$ cat config.mk
export PLATFORM = sky130hd
export DESIGN_NAME = shell_command_tokenizer
export DESIGN_NICKNAME = d
export VERILOG_FILES = /design/src/scm_pkg.sv /design/src/scm_scan.sv /design/src/scm_queue.sv /design/src/shell_command_tokenizer.sv
export SDC_FILE = /design/constraint.sdc
export NUM_CORES = 1
export LEC_CHECK = 0
export ABC_AREA = 1
export BUFFER_PORTS_ARGS = -buffer_cell sky130_fd_sc_hd__buf_2
export CAP_MARGIN = 20
export CORE_ASPECT_RATIO = 1.2
export CORE_UTILIZATION = 46
export DETAILED_ROUTE_END_ITERATION = 12
export SLEW_MARGIN = 20
export SYNTH_ARGS = -nofsm -noshare
export SYNTH_HDL_FRONTEND = slang
export SYNTH_SLANG_ARGS = --single-unit
$ cat constraint.sdc
create_clock -name clk -period 4.5 [get_ports clk]
set_input_delay 0.225 -clock clk [delete_from_list [all_inputs] [get_ports clk]]
set_output_delay 0.225 -clock clk [all_outputs]
set_load 0.01 [all_outputs]
$ cat src/scm_pkg.sv
`timescale 1ns / 1ps

package scm_pkg;

    localparam int TOKEN_SIZE  = 64;
    localparam int CNT_W       = $clog2(TOKEN_SIZE);
    localparam int CHAR_W      = 8;
    localparam int KIND_W      = 3;
    localparam int TLEN_W      = 6;
    localparam int QUEUE_DEPTH = 4;
    localparam int QPTR_W      = $clog2(QUEUE_DEPTH);
    localparam int QCNT_W      = $clog2(QUEUE_DEPTH + 1);

    localparam logic [CHAR_W-1:0] CH_NUL   = 8'h00;
    localparam logic [CHAR_W-1:0] CH_TAB   = 8'h09;
    localparam logic [CHAR_W-1:0] CH_CR    = 8'h0D;
    localparam logic [CHAR_W-1:0] CH_SPACE = 8'h20;
    localparam logic [CHAR_W-1:0] CH_AMP   = 8'h26;
    localparam logic [CHAR_W-1:0] CH_LPAR  = 8'h28;
    localparam logic [CHAR_W-1:0] CH_RPAR  = 8'h29;
    localparam logic [CHAR_W-1:0] CH_MINUS = 8'h2D;
    localparam logic [CHAR_W-1:0] CH_DOT   = 8'h2E;
    localparam logic [CHAR_W-1:0] CH_LT    = 8'h3C;
    localparam logic [CHAR_W-1:0] CH_GT    = 8'h3E;
    localparam logic [CHAR_W-1:0] CH_USCORE = 8'h5F;
    localparam logic [CHAR_W-1:0] CH_TILDE = 8'h7E;

    typedef enum logic [KIND_W-1:0] {
        KIND_ERR  = 3'd0,
        KIND_END  = 3'd1,
        KIND_IN   = 3'd2,
        KIND_OUT  = 3'd3,
        KIND_RUN  = 3'd4,
        KIND_NAME = 3'd5,
        KIND_ARG  = 3'd6
    } kind_t;

    typedef struct packed {
        logic              char_valid;
        logic [CHAR_W-1:0] out_char;
        logic              token_done;
        kind_t             token_kind;
        logic [TLEN_W-1:0] token_length;
        logic              run_last;
    } result_t;

    function automatic logic is_space(input logic [CHAR_W-1:0] c);
        return (c == CH_SPACE) || (c >= CH_TAB && c <= CH_CR);
    endfunction

    function automatic logic is_name_char(input logic [CHAR_W-1:0] c);
        return (c >= 8'h30 && c <= 8'h39) || (c >= 8'h61 && c <= 8'h7A) ||
               (c >= 8'h41 && c <= 8'h5A) || c == CH_USCORE || c == CH_DOT ||
               c == CH_TILDE || c == CH_MINUS;
    endfunction

    function automatic logic is_print(input logic [CHAR_W-1:0] c);
        return (c >= CH_SPACE) && (c <= CH_TILDE);
    endfunction

endpackage

$ cat src/scm_scan.sv
`timescale 1ns / 1ps

module scm_scan (
    input  logic                            clk,
    input  logic                            rst_n,
    input  logic                            step,
    input  logic [scm_pkg::CHAR_W-1:0]      chr,
    output scm_pkg::result_t [1:0]          res,
    output logic [1:0]                      res_cnt
);
    import scm_pkg::*;

    typedef enum logic [1:0] {
        PH_START = 2'd0,
        PH_NAME  = 2'd1,
        PH_ARG   = 2'd2
    } phase_t;

    localparam logic [CNT_W-1:0] LIMIT = CNT_W'(TOKEN_SIZE - 1);

    phase_t            phase_reg, phase_next;
    logic [CNT_W-1:0]  cnt_reg, cnt_next;
    logic [CNT_W-1:0]  len_reg, len_next;

    result_t [1:0]     res_v;
    logic [1:0]        n_v;
    logic              consume_v;
    logic [CNT_W-1:0]  cnt_inc;
    logic              last_idx;

    function automatic result_t mk(input logic v, input logic [CHAR_W-1:0] c,
                                   input logic d, input kind_t k,
                                   input logic [CNT_W-1:0] l);
        result_t r;
        r.char_valid   = v;
        r.out_char     = v ? c : '0;
        r.token_done   = d;
        r.token_kind   = d ? k : KIND_ERR;
        r.token_length = d ? TLEN_W'(l) : '0;
        r.run_last     = 1'b0;
        return r;
    endfunction

    always_comb
    begin
        res_v      = '0;
        n_v        = 2'd0;
        phase_next = phase_reg;
        cnt_next   = cnt_reg;
        len_next   = len_reg;
        consume_v  = 1'b0;
        cnt_inc    = '0;
        last_idx   = 1'b0;

        // a character that cannot continue a name closes it and is rescanned
        if (phase_reg == PH_NAME && !is_name_char(chr))
        begin
            res_v[0]   = mk(1'b0, CH_NUL, 1'b1, KIND_NAME, len_reg);
            n_v        = 2'd1;
            phase_next = PH_START;
            cnt_next   = '0;
            len_next   = '0;
        end

        case (phase_next)
            PH_NAME:
            begin
                len_next        = len_next + 1'b1;
                res_v[n_v[0]]   = mk(1'b1, chr, 1'b0, KIND_ERR, '0);
                n_v             = n_v + 2'd1;
                consume_v       = 1'b1;
            end
            PH_ARG:
            begin
                if (chr == CH_RPAR)
                begin
                    res_v[n_v[0]] = mk(1'b0, CH_NUL, 1'b1, KIND_ARG, len_next);
                    n_v           = n_v + 2'd1;
                    phase_next    = PH_START;
                    cnt_next      = '0;
                    len_next      = '0;
                end
                else if (chr == CH_LPAR || !is_print(chr))
                begin
                    res_v[n_v[0]] = mk(1'b0, CH_NUL, 1'b1, KIND_ERR, len_next);
                    n_v           = n_v + 2'd1;
                    phase_next    = PH_START;
                    cnt_next      = '0;
                    len_next      = '0;
                end
                else
                begin
                    len_next      = len_next + 1'b1;
                    res_v[n_v[0]] = mk(1'b1, chr, 1'b0, KIND_ERR, '0);
                    n_v           = n_v + 2'd1;
                    consume_v     = 1'b1;
                end
            end
            default:
            begin
                if (chr == CH_NUL)
                begin
                    res_v[n_v[0]] = mk(1'b0, CH_NUL, 1'b1, KIND_END, '0);
                    n_v           = n_v + 2'd1;
                    phase_next    = PH_START;
                    cnt_next      = '0;
                    len_next      = '0;
                end
                else if (chr == CH_LT || chr == CH_GT || chr == CH_AMP)
                begin
                    res_v[n_v[0]] = mk(1'b1, chr, 1'b1,
                                       (chr == CH_LT) ? KIND_IN :
                                       (chr == CH_GT) ? KIND_OUT : KIND_RUN,
                                       CNT_W'(1));
                    n_v           = n_v + 2'd1;
                    phase_next    = PH_START;
                    cnt_next      = '0;
                    len_next      = '0;
                end
                else if (chr == CH_LPAR)
                begin
                    phase_next = PH_ARG;
                    consume_v  = 1'b1;
                end
                else if (is_space(chr))
                begin
                    consume_v = 1'b1;
                end
                else if (is_name_char(chr))
                begin
                    len_next      = CNT_W'(1);
                    phase_next    = PH_NAME;
                    res_v[n_v[0]] = mk(1'b1, chr, 1'b0, KIND_ERR, '0);
                    n_v           = n_v + 2'd1;
                    consume_v     = 1'b1;
                end
                else
                begin
                    // drop the offending character
                    res_v[n_v[0]] = mk(1'b0, CH_NUL, 1'b1, KIND_ERR, '0);
                    n_v           = n_v + 2'd1;
                    phase_next    = PH_START;
                    cnt_next      = '0;
                    len_next      = '0;
                end
            end
        endcase

        // size limit: fold the error end into the last open character request, or add one
        if (consume_v)
        begin
            cnt_inc = cnt_next + 1'b1;
            if (cnt_inc >= LIMIT)
            begin
                last_idx = 1'(n_v - 2'd1);
                if (n_v != 2'd0 && !res_v[last_idx].token_done)
                begin
                    res_v[last_idx].token_done   = 1'b1;
                    res_v[last_idx].token_kind   = KIND_ERR;
                    res_v[last_idx].token_length = TLEN_W'(len_next);
                end
                else
                begin
                    res_v[n_v[0]] = mk(1'b0, CH_NUL, 1'b1, KIND_ERR, len_next);
                    n_v           = n_v + 2'd1;
                end
                phase_next = PH_START;
                cnt_next   = '0;
                len_next   = '0;
            end
            else
            begin
                cnt_next = cnt_inc;
            end
        end

        if (n_v != 2'd0)
        begin
            res_v[1'(n_v - 2'd1)].run_last = 1'b1;
        end
    end

    assign res     = res_v;
    assign res_cnt = n_v;

    always_ff @(posedge clk or negedge rst_n)
    begin
        if (!rst_n)
        begin
            phase_reg <= PH_START;
            cnt_reg   <= '0;
            len_reg   <= '0;
        end
        else if (step)
        begin
            phase_reg <= phase_next;
            cnt_reg   <= cnt_next;
            len_reg   <= len_next;
        end
    end

    a_cnt_below_limit: assert property (@(posedge clk) disable iff (!rst_n)
        cnt_reg < LIMIT)
        else $error("consumed count reached the size limit without clearing");

    a_first_of_two_done: assert property (@(posedge clk) disable iff (!rst_n)
        (step && res_cnt == 2'd2) |-> (res[0].token_done && !res[0].run_last))
        else $error("first of two requests must close a token");

endmodule

$ cat src/scm_queue.sv
`timescale 1ns / 1ps

module scm_queue (
    input  logic                             clk,
    input  logic                             rst_n,
    input  logic [1:0]                       push_cnt,
    input  scm_pkg::result_t [1:0]           push_data,
    input  logic                             pop,
    output scm_pkg::result_t                 head,
    output logic                             not_empty,
    output logic [scm_pkg::QCNT_W-1:0]       count
);
    import scm_pkg::*;

    result_t            mem [QUEUE_DEPTH];
    logic [QPTR_W-1:0]  wr_ptr_reg, wr_ptr_next;
    logic [QPTR_W-1:0]  rd_ptr_reg, rd_ptr_next;
    logic [QCNT_W-1:0]  count_reg, count_next;

    always_ff @(posedge clk)
    begin
        if (push_cnt != 2'd0)
        begin
            mem[wr_ptr_reg] <= push_data[0];
        end
        if (push_cnt == 2'd2)
        begin
            mem[QPTR_W'(wr_ptr_reg + 1'b1)] <= push_data[1];
        end
    end

    always_comb
    begin
        wr_ptr_next = QPTR_W'(wr_ptr_reg + QPTR_W'(push_cnt));
        rd_ptr_next = QPTR_W'(rd_ptr_reg + QPTR_W'(pop));
        count_next  = QCNT_W'(count_reg + QCNT_W'(push_cnt) - QCNT_W'(pop));
    end

    always_ff @(posedge clk or negedge rst_n)
    begin
        if (!rst_n)
        begin
            wr_ptr_reg <= '0;
            rd_ptr_reg <= '0;
            count_reg  <= '0;
        end
        else
        begin
            wr_ptr_reg <= wr_ptr_next;
            rd_ptr_reg <= rd_ptr_next;
            count_reg  <= count_next;
        end
    end

    assign head      = mem[rd_ptr_reg];
    assign not_empty = (count_reg != '0);
    assign count     = count_reg;

    a_no_overflow: assert property (@(posedge clk) disable iff (!rst_n)
        ((QCNT_W + 1)'(count_reg) + (QCNT_W + 1)'(push_cnt)) <=
        (QCNT_W + 1)'(QUEUE_DEPTH) + (QCNT_W + 1)'(pop))
        else $error("result queue overflow");

    a_no_underflow: assert property (@(posedge clk) disable iff (!rst_n)
        pop |-> count_reg != '0)
        else $error("result queue popped while empty");

endmodule

$ cat src/shell_command_tokenizer.sv
`timescale 1ns / 1ps

// Channel  | Direction | Handshake             | Payload
// ---------+-----------+-----------------------+-------------------------------------
// chr      | in        | chr_valid / chr_ready | in_char
// tok      | out       | tok_valid / tok_ready | char_valid, out_char, token_done,
//          |           |                       | token_kind, token_length, run_last
//
// One character a cycle is taken while the queue has room; it waits in the input
// register, where the scan logic turns it into zero, one or two requests pushed
// into a four-entry queue. The first request is offered from the queue once the scan
// has written it there.
// The input register only advances while the queue has room for two requests, so a
// stall on tok backs up into chr_ready after the queue fills.
// Reset clears the scan phase, counters and the queue; no clearing pass is needed.
module shell_command_tokenizer (
    input  logic                          clk,
    input  logic                          rst_n,
    input  logic                          chr_valid,
    output logic                          chr_ready,
    input  logic [scm_pkg::CHAR_W-1:0]    in_char,
    output logic                          tok_valid,
    input  logic                          tok_ready,
    output logic                          char_valid,
    output logic [scm_pkg::CHAR_W-1:0]    out_char,
    output logic                          token_done,
    output logic [scm_pkg::KIND_W-1:0]    token_kind,
    output logic [scm_pkg::TLEN_W-1:0]    token_length,
    output logic                          run_last
);
    import scm_pkg::*;

    logic [CHAR_W-1:0]  char_reg;
    logic               busy_reg;
    logic               fire;
    result_t [1:0]      res;
    logic [1:0]         res_cnt;
    result_t            head;
    logic               not_empty;
    logic [QCNT_W-1:0]  q_count;

    assign fire      = busy_reg && (q_count <= QCNT_W'(QUEUE_DEPTH - 2));
    assign chr_ready = !busy_reg || fire;

    always_ff @(posedge clk)
    begin
        if (chr_valid && chr_ready)
        begin
            char_reg <= in_char;
        end
    end

    always_ff @(posedge clk or negedge rst_n)
    begin
        if (!rst_n)
        begin
            busy_reg <= 1'b0;
        end
        else if (chr_valid && chr_ready)
        begin
            busy_reg <= 1'b1;
        end
        else if (fire)
        begin
            busy_reg <= 1'b0;
        end
    end

    scm_scan u_scan (
        .clk     (clk),
        .rst_n   (rst_n),
        .step    (fire),
        .chr     (char_reg),
        .res     (res),
        .res_cnt (res_cnt)
    );

    scm_queue u_queue (
        .clk       (clk),
        .rst_n     (rst_n),
        .push_cnt  (fire ? res_cnt : 2'd0),
        .push_data (res),
        .pop       (tok_valid && tok_ready),
        .head      (head),
        .not_empty (not_empty),
        .count     (q_count)
    );

    assign tok_valid    = not_empty;
    assign char_valid   = head.char_valid;
    assign out_char     = head.out_char;
    assign token_done   = head.token_done;
    assign token_kind   = head.token_kind;
    assign token_length = head.token_length;
    assign run_last     = head.run_last;

endmodule
==> results.sh, run 1 <==
export IMPL_routed_via_density=5.595
export IMPL_max_stage_delay_ps=450
export IMPL_tightest_slew_ps=928.8
export IMPL_n_antenna_cell=0
export IMPL_cts_root_buf="clkbuf_16"
export IMPL_status="completed"
export IMPL_crit_arrival_ps=4430
export IMPL_max_clock_freq_mhz=238.5
export IMPL_slew_limit_headroom_pct=37.85
export IMPL_drc=0
export IMPL_htree_num_levels=3
export IMPL_power_per_cell_area_nw_per_um2=607.5
export IMPL_fin_cells=1039
export IMPL_syn2layout_area_growth_pct=12.10
export IMPL_synth_edf_count=88
export IMPL_clk_path_buf_depth=2
export IMPL_worst_ir_drop_vdd_v=0.0002541
export IMPL_vias=5813
export IMPL_async_flop_share_pct=20.00
export IMPL_fin_crit_sh_pct=93.18
export IMPL_initial_core_util_pct=47.01
export IMPL_cts_tree="done"
export IMPL_ant_nets=0
export IMPL_end_kind="flip-flop"
export IMPL_grt_pass1_vias=5525
export IMPL_yosys_cell_types_count=44
export IMPL_grt_max_degree=51
export IMPL_cp_max_fo=10
export IMPL_clk_latency_ps=350
export IMPL_finalSetupViolCount=0
export IMPL_wl_per_cell_um=16.87
export IMPL_post_synth_instance_area_um2=6775
export IMPL_yosysMostFrequentCell="nand2_1"
export IMPL_fp_dieW_um=112.8
export IMPL_timing_rr_start="char_reg[4]$_DFFE_PP_"
export IMPL_overflow=0
export IMPL_reg2regPathDepth=26
export IMPL_syn_area_per_cell_um2=8.323
export IMPL_worstPathRequired_ps=4740
export IMPL_synth_cells=814
export IMPL_dieArea_um2=15220
export IMPL_clkSinkCount=110
export IMPL_placeableCoreArea_um2=14410
export IMPL_synthTopCellsByCount="218 x nand2_1, 88 x edfxtp_1, 85 x nor2_1, 71 x nand3_1, 63 x o21ai_0"
export IMPL_synthTopCellsByArea="edfxtp_1 39%, nand2_1 12%, dfrtp_1 8.1%"
export IMPL_drive_above_1_share_pct=17.13
export IMPL_startpoint="char_reg[4]$_DFFE_PP_"
export IMPL_p_total_mw=4.614
export IMPL_min_path_type="in -> reg"
export IMPL_final_max_slew_violation_count=0
export IMPL_fin_worst_skew_ps=7.196
export IMPL_largest_register_ffs=80
export IMPL_r2r_end="u_queue.count[2]$_DFF_PN0_"
export IMPL_dp_cells=1014
export IMPL_antenna_found_initial=0
export IMPL_hpwl_mm=12.07
export IMPL_p_leak_nw=3.248
export IMPL_synth_top_area_share_pct=39.00
export IMPL_port_buffers=33
export IMPL_cp_slowest_cell="edfxtp_1"
export IMPL_startpoint_type="flip-flop"
export IMPL_fin_crit_ps=4193
export IMPL_gr_usage_all_layers_pct=23.93
export IMPL_io_pins=34
export IMPL_cp_endpoint="u_queue.count[2]$_DFF_PN0_"
export IMPL_timing_hold_ws_ps=40.65
export IMPL_first_pass_iters=5
export IMPL_grt_pass1_wl_mm=28.29
export IMPL_ys_ff_latch=110
export IMPL_cap_viol_max_count=0
export IMPL_cts_clk_slew_worst_paths_ps=70
export IMPL_wl_mm=17.52
export IMPL_cts_buffers=9
export IMPL_hold_viol=0
export IMPL_setup_tns_ps=0
export IMPL_dieHeight_um=134.9
export IMPL_drt_iter0_drc=379
export IMPL_nNetsFinal=882
export IMPL_synth_ff_type="edfxtp_1"
export IMPL_yosys_warnings=0
export IMPL_rows=48
export IMPL_synth_seq_area_share_pct=47.13
export IMPL_crit_type="reg -> reg"
export IMPL_crit_path_frequent_cell="nand2_1"
export IMPL_rrSetupSlack_ps=310
export IMPL_yosys_area_top_type="edfxtp_1"
export IMPL_place_gp_congestion=0.9050
through the flow:
stage               area [um^2]  worst slack [ps]  utilization (%)
floorplan                  6787             459.2                -
global placement           7221             250.3            50.10
detailed placement         7221             93.03            50.10
CTS                        7497             73.18            52.01
global route               7595            -9.893            52.69
finish                     7595             306.8            52.69
routing by layer:
layer	GRT usage, %	vias up	share of wire (%)	wire (um)
met4	8.593	0	1.9	337
met3	2.693	22	6.2	1080
met1	31.66	2711	43	7545
met2	40.64	222	49	8560
li1	-	2858	-	-
met5	0	-	0	0
final cells by class:
type / count / area [um^2]
Fill cell: 1348 / 6819
Timing Repair Buffer: 64 / 480.5
Clock inverter: 5 / 33.78
Clock buffer: 11 / 232.7
Inverter: 77 / 299.0
Multi-Input combinational cell: 597 / 3137
Sequential cell: 110 / 3193
Tap cell: 175 / 219.0
layout by cell type (no fill, tap or decap), types with 2 or more instances in the layout:
master,Yosys,routed
nor2_2,10,13
inv_2,10,11
edfxtp_1,88,88
a21oi_1,16,16
clkinv_1,3,4
nand2_4,6,6
clkbuf_16,0,9
xor2_1,3,3
nand3_1,71,71
buf_2,4,33
clkbuf_1,20,2
nor3_1,2,2
nand2_1,218,217
nand3_4,8,8
xnor2_1,3,3
nor2_4,2,3
o21ai_0,63,63
or2_2,2,2
o32ai_1,6,6
inv_1,62,61
buf_4,3,23
a31oi_1,15,15
o22ai_1,27,27
o31ai_1,3,3
nor2_1,85,81
buf_12,0,6
dfrtp_1,22,22
inv_6,1,3
nand3_2,11,11
nor2_8,2,2
conb_1,1,4
ha_1,10,9
nand2_2,11,12
nand4_1,10,10
worst min-delay path by stage:
stage / from / endpoint / slack (ps) / cells past startpoint
after floorplan: rst_n / busy_reg$_DFFE_PN0P_ / -70 / 0
after global placement: rst_n / u_scan.cnt_reg[1]$_DFFE_PN0P_ / 240 / 1
after detailed placement: rst_n / u_scan.cnt_reg[1]$_DFFE_PN0P_ / 240 / 1
after CTS: in_char[5] / char_reg[5]$_DFFE_PP_ / 30 / 1
after global routing: in_char[5] / char_reg[5]$_DFFE_PP_ / 30 / 1
final: in_char[5] / char_reg[5]$_DFFE_PP_ / 40 / 1
report_power, final:
group	total [mW]	switching [mW]	internal, mW
Clock	0.754	0.375	0.378
Combinational	2.32	1.58	0.736
Sequential	1.54	0.101	1.44
Total	4.61	2.06	2.56
cell families (layout without fill, tap and decap cells):
| family | count (synthesis) | in the layout | share of synthesized area [%] |
|---|---|---|---|
| AND/OR/NAND/NOR | 438 | 438 | 30.84 |
| AO/OA/AOI/OAI | 138 | 138 | 12.02 |
| buffers and inverters | 110 | 157 | 7.036 |
| flip-flops | 110 | 110 | 47.13 |
| adder cells (fa/ha/maj) | 11 | 11 | 2.142 |
| XOR/XNOR | 6 | 6 | 0.7758 |
| other | 1 | 4 | 0.05535 |
what timing repair did:
item,CTS,global route
buffers inserted,0,8
hold buffers,1,0
endpoints found under the hold margin,22,0
setup endpoints to repair,0,75
gates resized for setup,0,10
worst max-delay path, delay by kind of cell, from the launching register on:
kind | cells | cell delay [ps]
and+or+nand+nor | 15 | 1800
adders and majority gates | 5 | 1250
buffers and inverters | 5 | 460
DFF | 1 | 450
xor gates and xnor gates | 1 | 130
No activity file was read; power rests on OpenSTA's default activity.
==> run 2: changes to the inputs <==
HOLD_SLACK_MARGIN = 0.1   (was not set)
PLACE_DENSITY = 0.59   (was not set)
==> run 2 against run 1 <==
Net effect:
- setup slack worse by 73 ps
- non-clock buffer count fell by 1
- combinational power down 2%
- clock power up 5.6%
- critical path depth rose by 1
- critical path type unchanged
- largest cell class unchanged
- largest power group unchanged
==> results.sh, run 2 (synthesis results as in run 1) <==
export IMPL_crit_cells=27
export IMPL_hpwl_mm=12.30
export IMPL_startpoint_type="flip-flop"
export IMPL_dieArea_um2=15220
export IMPL_port_buffers=33
export IMPL_n_antenna_cell=0
export IMPL_worst_ir_drop_vdd_v=0.0004264
export IMPL_clk_latency_ps=360
export IMPL_fin_crit_sh_pct=94.80
export IMPL_cts_clk_slew_worst_paths_ps=80
export IMPL_dieHeight_um=134.9
export IMPL_htree_num_levels=3
export IMPL_placeableCoreArea_um2=14410
export IMPL_grt_pass1_wl_mm=28.88
export IMPL_antenna_found_initial=0
export IMPL_final_max_slew_violation_count=0
export IMPL_placed_area_um2=7161
export IMPL_grt_max_degree=51
export IMPL_max_clock_freq_mhz=234.4
export IMPL_crit_type="reg -> reg"
export IMPL_crit_path_frequent_cell="nand2_1"
export IMPL_slew_limit_headroom_pct=45.83
export IMPL_drc=0
export IMPL_fin_worst_skew_ps=11.91
export IMPL_io_pins=34
export IMPL_p_leak_nw=3.240
export IMPL_min_path_type="in -> async"
export IMPL_overflow=0
export IMPL_grt_pass1_vias=5534
export IMPL_final_common_cell="nand2_1"
export IMPL_first_pass_iters=7
export IMPL_vias=5978
export IMPL_fin_area_um2=7621
export IMPL_clkSinkCount=110
export IMPL_critPathBufInv=6
export IMPL_cts_buffers=9
export IMPL_cap_viol_max_count=0
export IMPL_cts_root_buf="clkbuf_16"
export IMPL_crit_arrival_ps=4510
export IMPL_status="completed"
export IMPL_final_cell_mix="217 x nand2_1, 88 x edfxtp_1, 81 x nor2_1"
export IMPL_cp_slowest_cell="edfxtp_1"
export IMPL_place_gp_congestion=0.9819
export IMPL_drive_above_1_share_pct=16.34
export IMPL_cts_tree="done"
export IMPL_dp_cells=1006
export IMPL_power_per_cell_area_nw_per_um2=609.9
export IMPL_clk_path_buf_depth=2
export IMPL_gr_usage_all_layers_pct=24.80
export IMPL_wl_per_cell_um=17.46
export IMPL_setup_tns_ps=0
export IMPL_max_stage_delay_ps=480
export IMPL_hold_viol=0
export IMPL_fp_dieW_um=112.8
export IMPL_nNetsFinal=881
export IMPL_critPathTopFamily="simple AND/OR/NAND/NOR gates"
export IMPL_largest_register_ffs=80
export IMPL_tightest_slew_ps=812.6
export IMPL_drt_iter0_drc=661
export IMPL_fin_cells=1038
export IMPL_initial_core_util_pct=47.01
export IMPL_fill_cells=1298
export IMPL_cp_max_fo=27
export IMPL_routed_via_density=5.759
export IMPL_syn2layout_area_growth_pct=12.48
export IMPL_end_kind="flip-flop"
export IMPL_wl_mm=18.12
export IMPL_timing_hold_ws_ps=373.3
export IMPL_finalSetupViolCount=0
export IMPL_reg2regPathDepth=27
export IMPL_rows=48
export IMPL_ant_nets=0
export IMPL_fin_crit_ps=4266
export IMPL_worstPathRequired_ps=4740
[run 2: cell types whose count changed in the layout (fill, tap and decap cells not counted), sizes merged]
cell | previous run | this run
buf | 62 | 53
dlygate4sd3 | 1 | 10
clkbuf | 11 | 9
inv | 75 | 77
dlymetal6s2s | 1 | 0
[run 2: repair_timing]
item / CTS / global route
hold endpoints to repair: 31 / 0
endpoints found under the setup margin: 0 / 82
buffers inserted: 0 / 6
gates resized for setup: 0 / 10
hold buffers: 10 / 0
[run 2: report_power, final]
group / switching (mW) / internal, mW
Combinational: 1.56 / 0.715
Sequential: 0.137 / 1.44
Clock: 0.407 / 0.389
[run 2: final cells by class]
cell class	instances	area, um^2	share of cell area, %
clock inverters	7	62.56	0.8209
multi-input cells	597	3134	41.13
inverters	77	301.5	3.957
well taps	175	219.0	2.873
flip-flops and latches	110	3193	41.90
clock buffers	9	225.2	2.955
repair buffers	63	485.5	6.370
[run 2: metal layers]
metal / wire length [um] / track usage [%] / up-vias
li1: - / - / 2862
met1: 7364 / 31.50 / 2778
met2: 9040 / 43.00 / 297
met3: 1317 / 3.007 / 41
met4: 400 / 9.926 / 0
met5: 0 / 0 / -
[run 2: through the flow]
stage / setup slack (ps) / util [%] / total power, mW
6_report: 234.0 / 52.87 / 4.648
5_1_grt: -9.257 / 52.87 / 4.956
4_1_cts: 31.06 / 52.37 / 4.632
3_5_place_dp: 64.90 / 49.68 / 3.830
2_1_floorplan: 459.2 / - / 3.081
3_3_place_gp: 261.0 / 49.68 / 3.774
[run 2: worst paths after layout]
| kind | start | endpoint | slack, ps |
|---|---|---|---|
| setup / recovery | char_reg[0]$_DFFE_PP_ | u_queue.count[2]$_DFF_PN0_ | 230 |
| hold reg to reg | u_scan.cnt_reg[5]$_DFFE_PN0P_ | u_scan.cnt_reg[5]$_DFFE_PN0P_ | 480 |
| hold / removal | rst_n | u_queue.rd_ptr_reg[1]$_DFF_PN0_ | 370 |
| max in group asynchronous | rst_n | u_scan.len_reg[1]$_DFFE_PN0P_ | 3770 |
| min in group clk | tok_ready | u_queue.rd_ptr_reg[0]$_DFF_PN0_ | 420 |
| setup reg to reg | char_reg[0]$_DFFE_PP_ | u_queue.count[2]$_DFF_PN0_ | 230 |
==> run 3: changes to the inputs <==
REMOVE_ABC_BUFFERS = 1   (was not set)
SKIP_CTS_REPAIR_TIMING = 1   (was not set)
==> run 3 against run 2 <==
Net effect:
- clock-buffer cell count rose by 1
- final cell count is 0.77% higher
- maximum frequency grew 0.49%
- sequential share of layout area fell by 0.52 points
- clock power up 9.8%
- power up 2.1%
- register-to-register slack better by 20 ps
- first-iteration DRC count shrank 42%
- clock skew shrank 1.8 ps
- global-route usage barely moved
- sequential power hardly changed
- critical endpoint unchanged
- largest cell class unchanged
- largest power group unchanged
==> results.sh, run 3 (synthesis results as in run 1) <==
export IMPL_setup_tns_ps=0
export IMPL_drive_above_1_share_pct=17.11
export IMPL_worst_ir_drop_vdd_v=0.0003697
export IMPL_wl_per_cell_um=17.20
export IMPL_port_buffers=33
export IMPL_n_antenna_cell=0
export IMPL_place_gp_congestion=0.9198
export IMPL_hpwl_mm=12.71
export IMPL_grtUsageMet3_pct=4.084
export IMPL_dp_cells=1010
export IMPL_ant_nets=0
export IMPL_routed_via_density=5.582
export IMPL_dieHeight_um=134.9
export IMPL_fin_cells=1046
export IMPL_grt_pass1_wl_mm=29.17
export IMPL_syn2layout_area_growth_pct=13.89
export IMPL_startpoint_type="flip-flop"
export IMPL_clkSinkCount=110
export IMPL_largest_register_ffs=80
export IMPL_p_leak_nw=3.300
export IMPL_crit_arrival_ps=4490
export IMPL_grt_pass1_vias=5593
export IMPL_wl_mm=17.99
export IMPL_antenna_found_initial=0
export IMPL_cp_max_fo=27
export IMPL_final_max_slew_violation_count=0
export IMPL_io_pins=34
export IMPL_dieArea_um2=15220
export IMPL_fin_area_um2=7716
export IMPL_clk_latency_ps=360
export IMPL_nNetsFinal=889
export IMPL_max_clock_freq_mhz=235.6
export IMPL_met1_usage_pct=32.64
export IMPL_final_cell_mix="217 x nand2_1, 88 x edfxtp_1, 80 x nor2_1"
export IMPL_status="completed"
export IMPL_worstPathRequired_ps=4740
export IMPL_grt_util_met2_pct=41.77
export IMPL_clk_path_buf_depth=2
export IMPL_htree_num_levels=3
export IMPL_grt_busiest_layer="met2"
export IMPL_cts_buffers=9
export IMPL_tightest_slew_ps=793.2
export IMPL_final_common_cell="nand2_1"
export IMPL_drt_iter0_drc=385
export IMPL_end_kind="flip-flop"
export IMPL_cts_tree="done"
export IMPL_vias=5839
export IMPL_gr_usage_all_layers_pct=24.80
export IMPL_finalSetupViolCount=0
export IMPL_first_pass_iters=7
export IMPL_placed_area_um2=7173
export IMPL_rows=48
export IMPL_cts_clk_slew_worst_paths_ps=70
export IMPL_cts_root_buf="clkbuf_16"
export IMPL_fin_crit_ps=4245
export IMPL_fp_dieW_um=112.8
export IMPL_crit_type="reg -> reg"
export IMPL_fin_crit_sh_pct=94.33
export IMPL_slew_limit_headroom_pct=46.72
export IMPL_power_per_cell_area_nw_per_um2=614.9
export IMPL_p_total_mw=4.745
export IMPL_overflow=0
export IMPL_fin_worst_skew_ps=10.15
export IMPL_drc=0
export IMPL_grt_max_degree=43
export IMPL_initial_core_util_pct=47.01
export IMPL_hold_viol=0
export IMPL_placeableCoreArea_um2=14410
export IMPL_min_path_type="in -> async"
export IMPL_cap_viol_max_count=0
run 3: per-stage QoR:
stage	util (%)	setup WS (ps)	hold slack, ps
3_5_place_dp	49.77	80.35	228.7
6_report	53.53	254.9	381.4
3_3_place_gp	49.66	172.9	226.5
5_1_grt	53.53	-60.16	420.3
4_1_cts	51.99	61.74	-152.3
2_1_floorplan	-	277.2	-70.59
run 3: per-layer routing:
layer / vias up / share of wire (%)
met1: 2760 / 45
met4: 0 / 2.1
li1: 2878 / -
met5: - / 0
met3: 31 / 4.7
met2: 170 / 49
run 3: final cells by class:
cell class / instances / area, um^2
Clock buffer: 10 / 229.0
Clock inverter: 6 / 91.34
Fill cell: 1347 / 6698
Inverter: 77 / 301.5
Multi-Input combinational cell: 597 / 3154
Sequential cell: 110 / 3193
Tap cell: 175 / 219.0
Timing Repair Buffer: 71 / 528.0
run 3: worst max-delay path: stages, from the launching register on:
cell      delay (ps)
edfxtp_1         510
inv_2            150
nand2_1          100
nor2_2           160
nand2_2           80
nand2_1          110
nor2_4            50
nand3_4           60
buf_8            220
nand2_4           80
clkinv_4         110
nand2_4          110
nor2_1           180
ha_1             240
inv_1             60
nand2_1           90
nand3_1          100
inv_1             70
nand2_1           60
nor2_2           200
nand3_4          130
nand2_4          130
nand2_1           90
ha_1             290
inv_1             40
ha_1             180
fa_1             380
xnor2_1          140
run 3: where the power goes:
group          internal, mW  switching [mW]  total (mW)  leakage, nW
Clock                 0.494           0.380       0.874        0.158
Sequential             1.44           0.140        1.58         1.10
Combinational         0.728            1.56        2.29         2.04
run 3: path summary, 6_finish.rpt:
check	startpoint	to	slack, ps	cells past startpoint
min	rst_n	u_queue.rd_ptr_reg[1]$_DFF_PN0_	380	2
max	char_reg[0]$_DFFE_PP_	u_queue.count[2]$_DFF_PN0_	250	27
max in group asynchronous	rst_n	u_scan.phase_reg[0]$_DFFE_PN0P_	3770	2
min in group clk	tok_ready	u_queue.rd_ptr_reg[0]$_DFF_PN0_	420	3
min reg2reg	u_scan.cnt_reg[5]$_DFFE_PN0P_	u_scan.cnt_reg[5]$_DFFE_PN0P_	480	2
max reg2reg	char_reg[0]$_DFFE_PP_	u_queue.count[2]$_DFF_PN0_	250	27
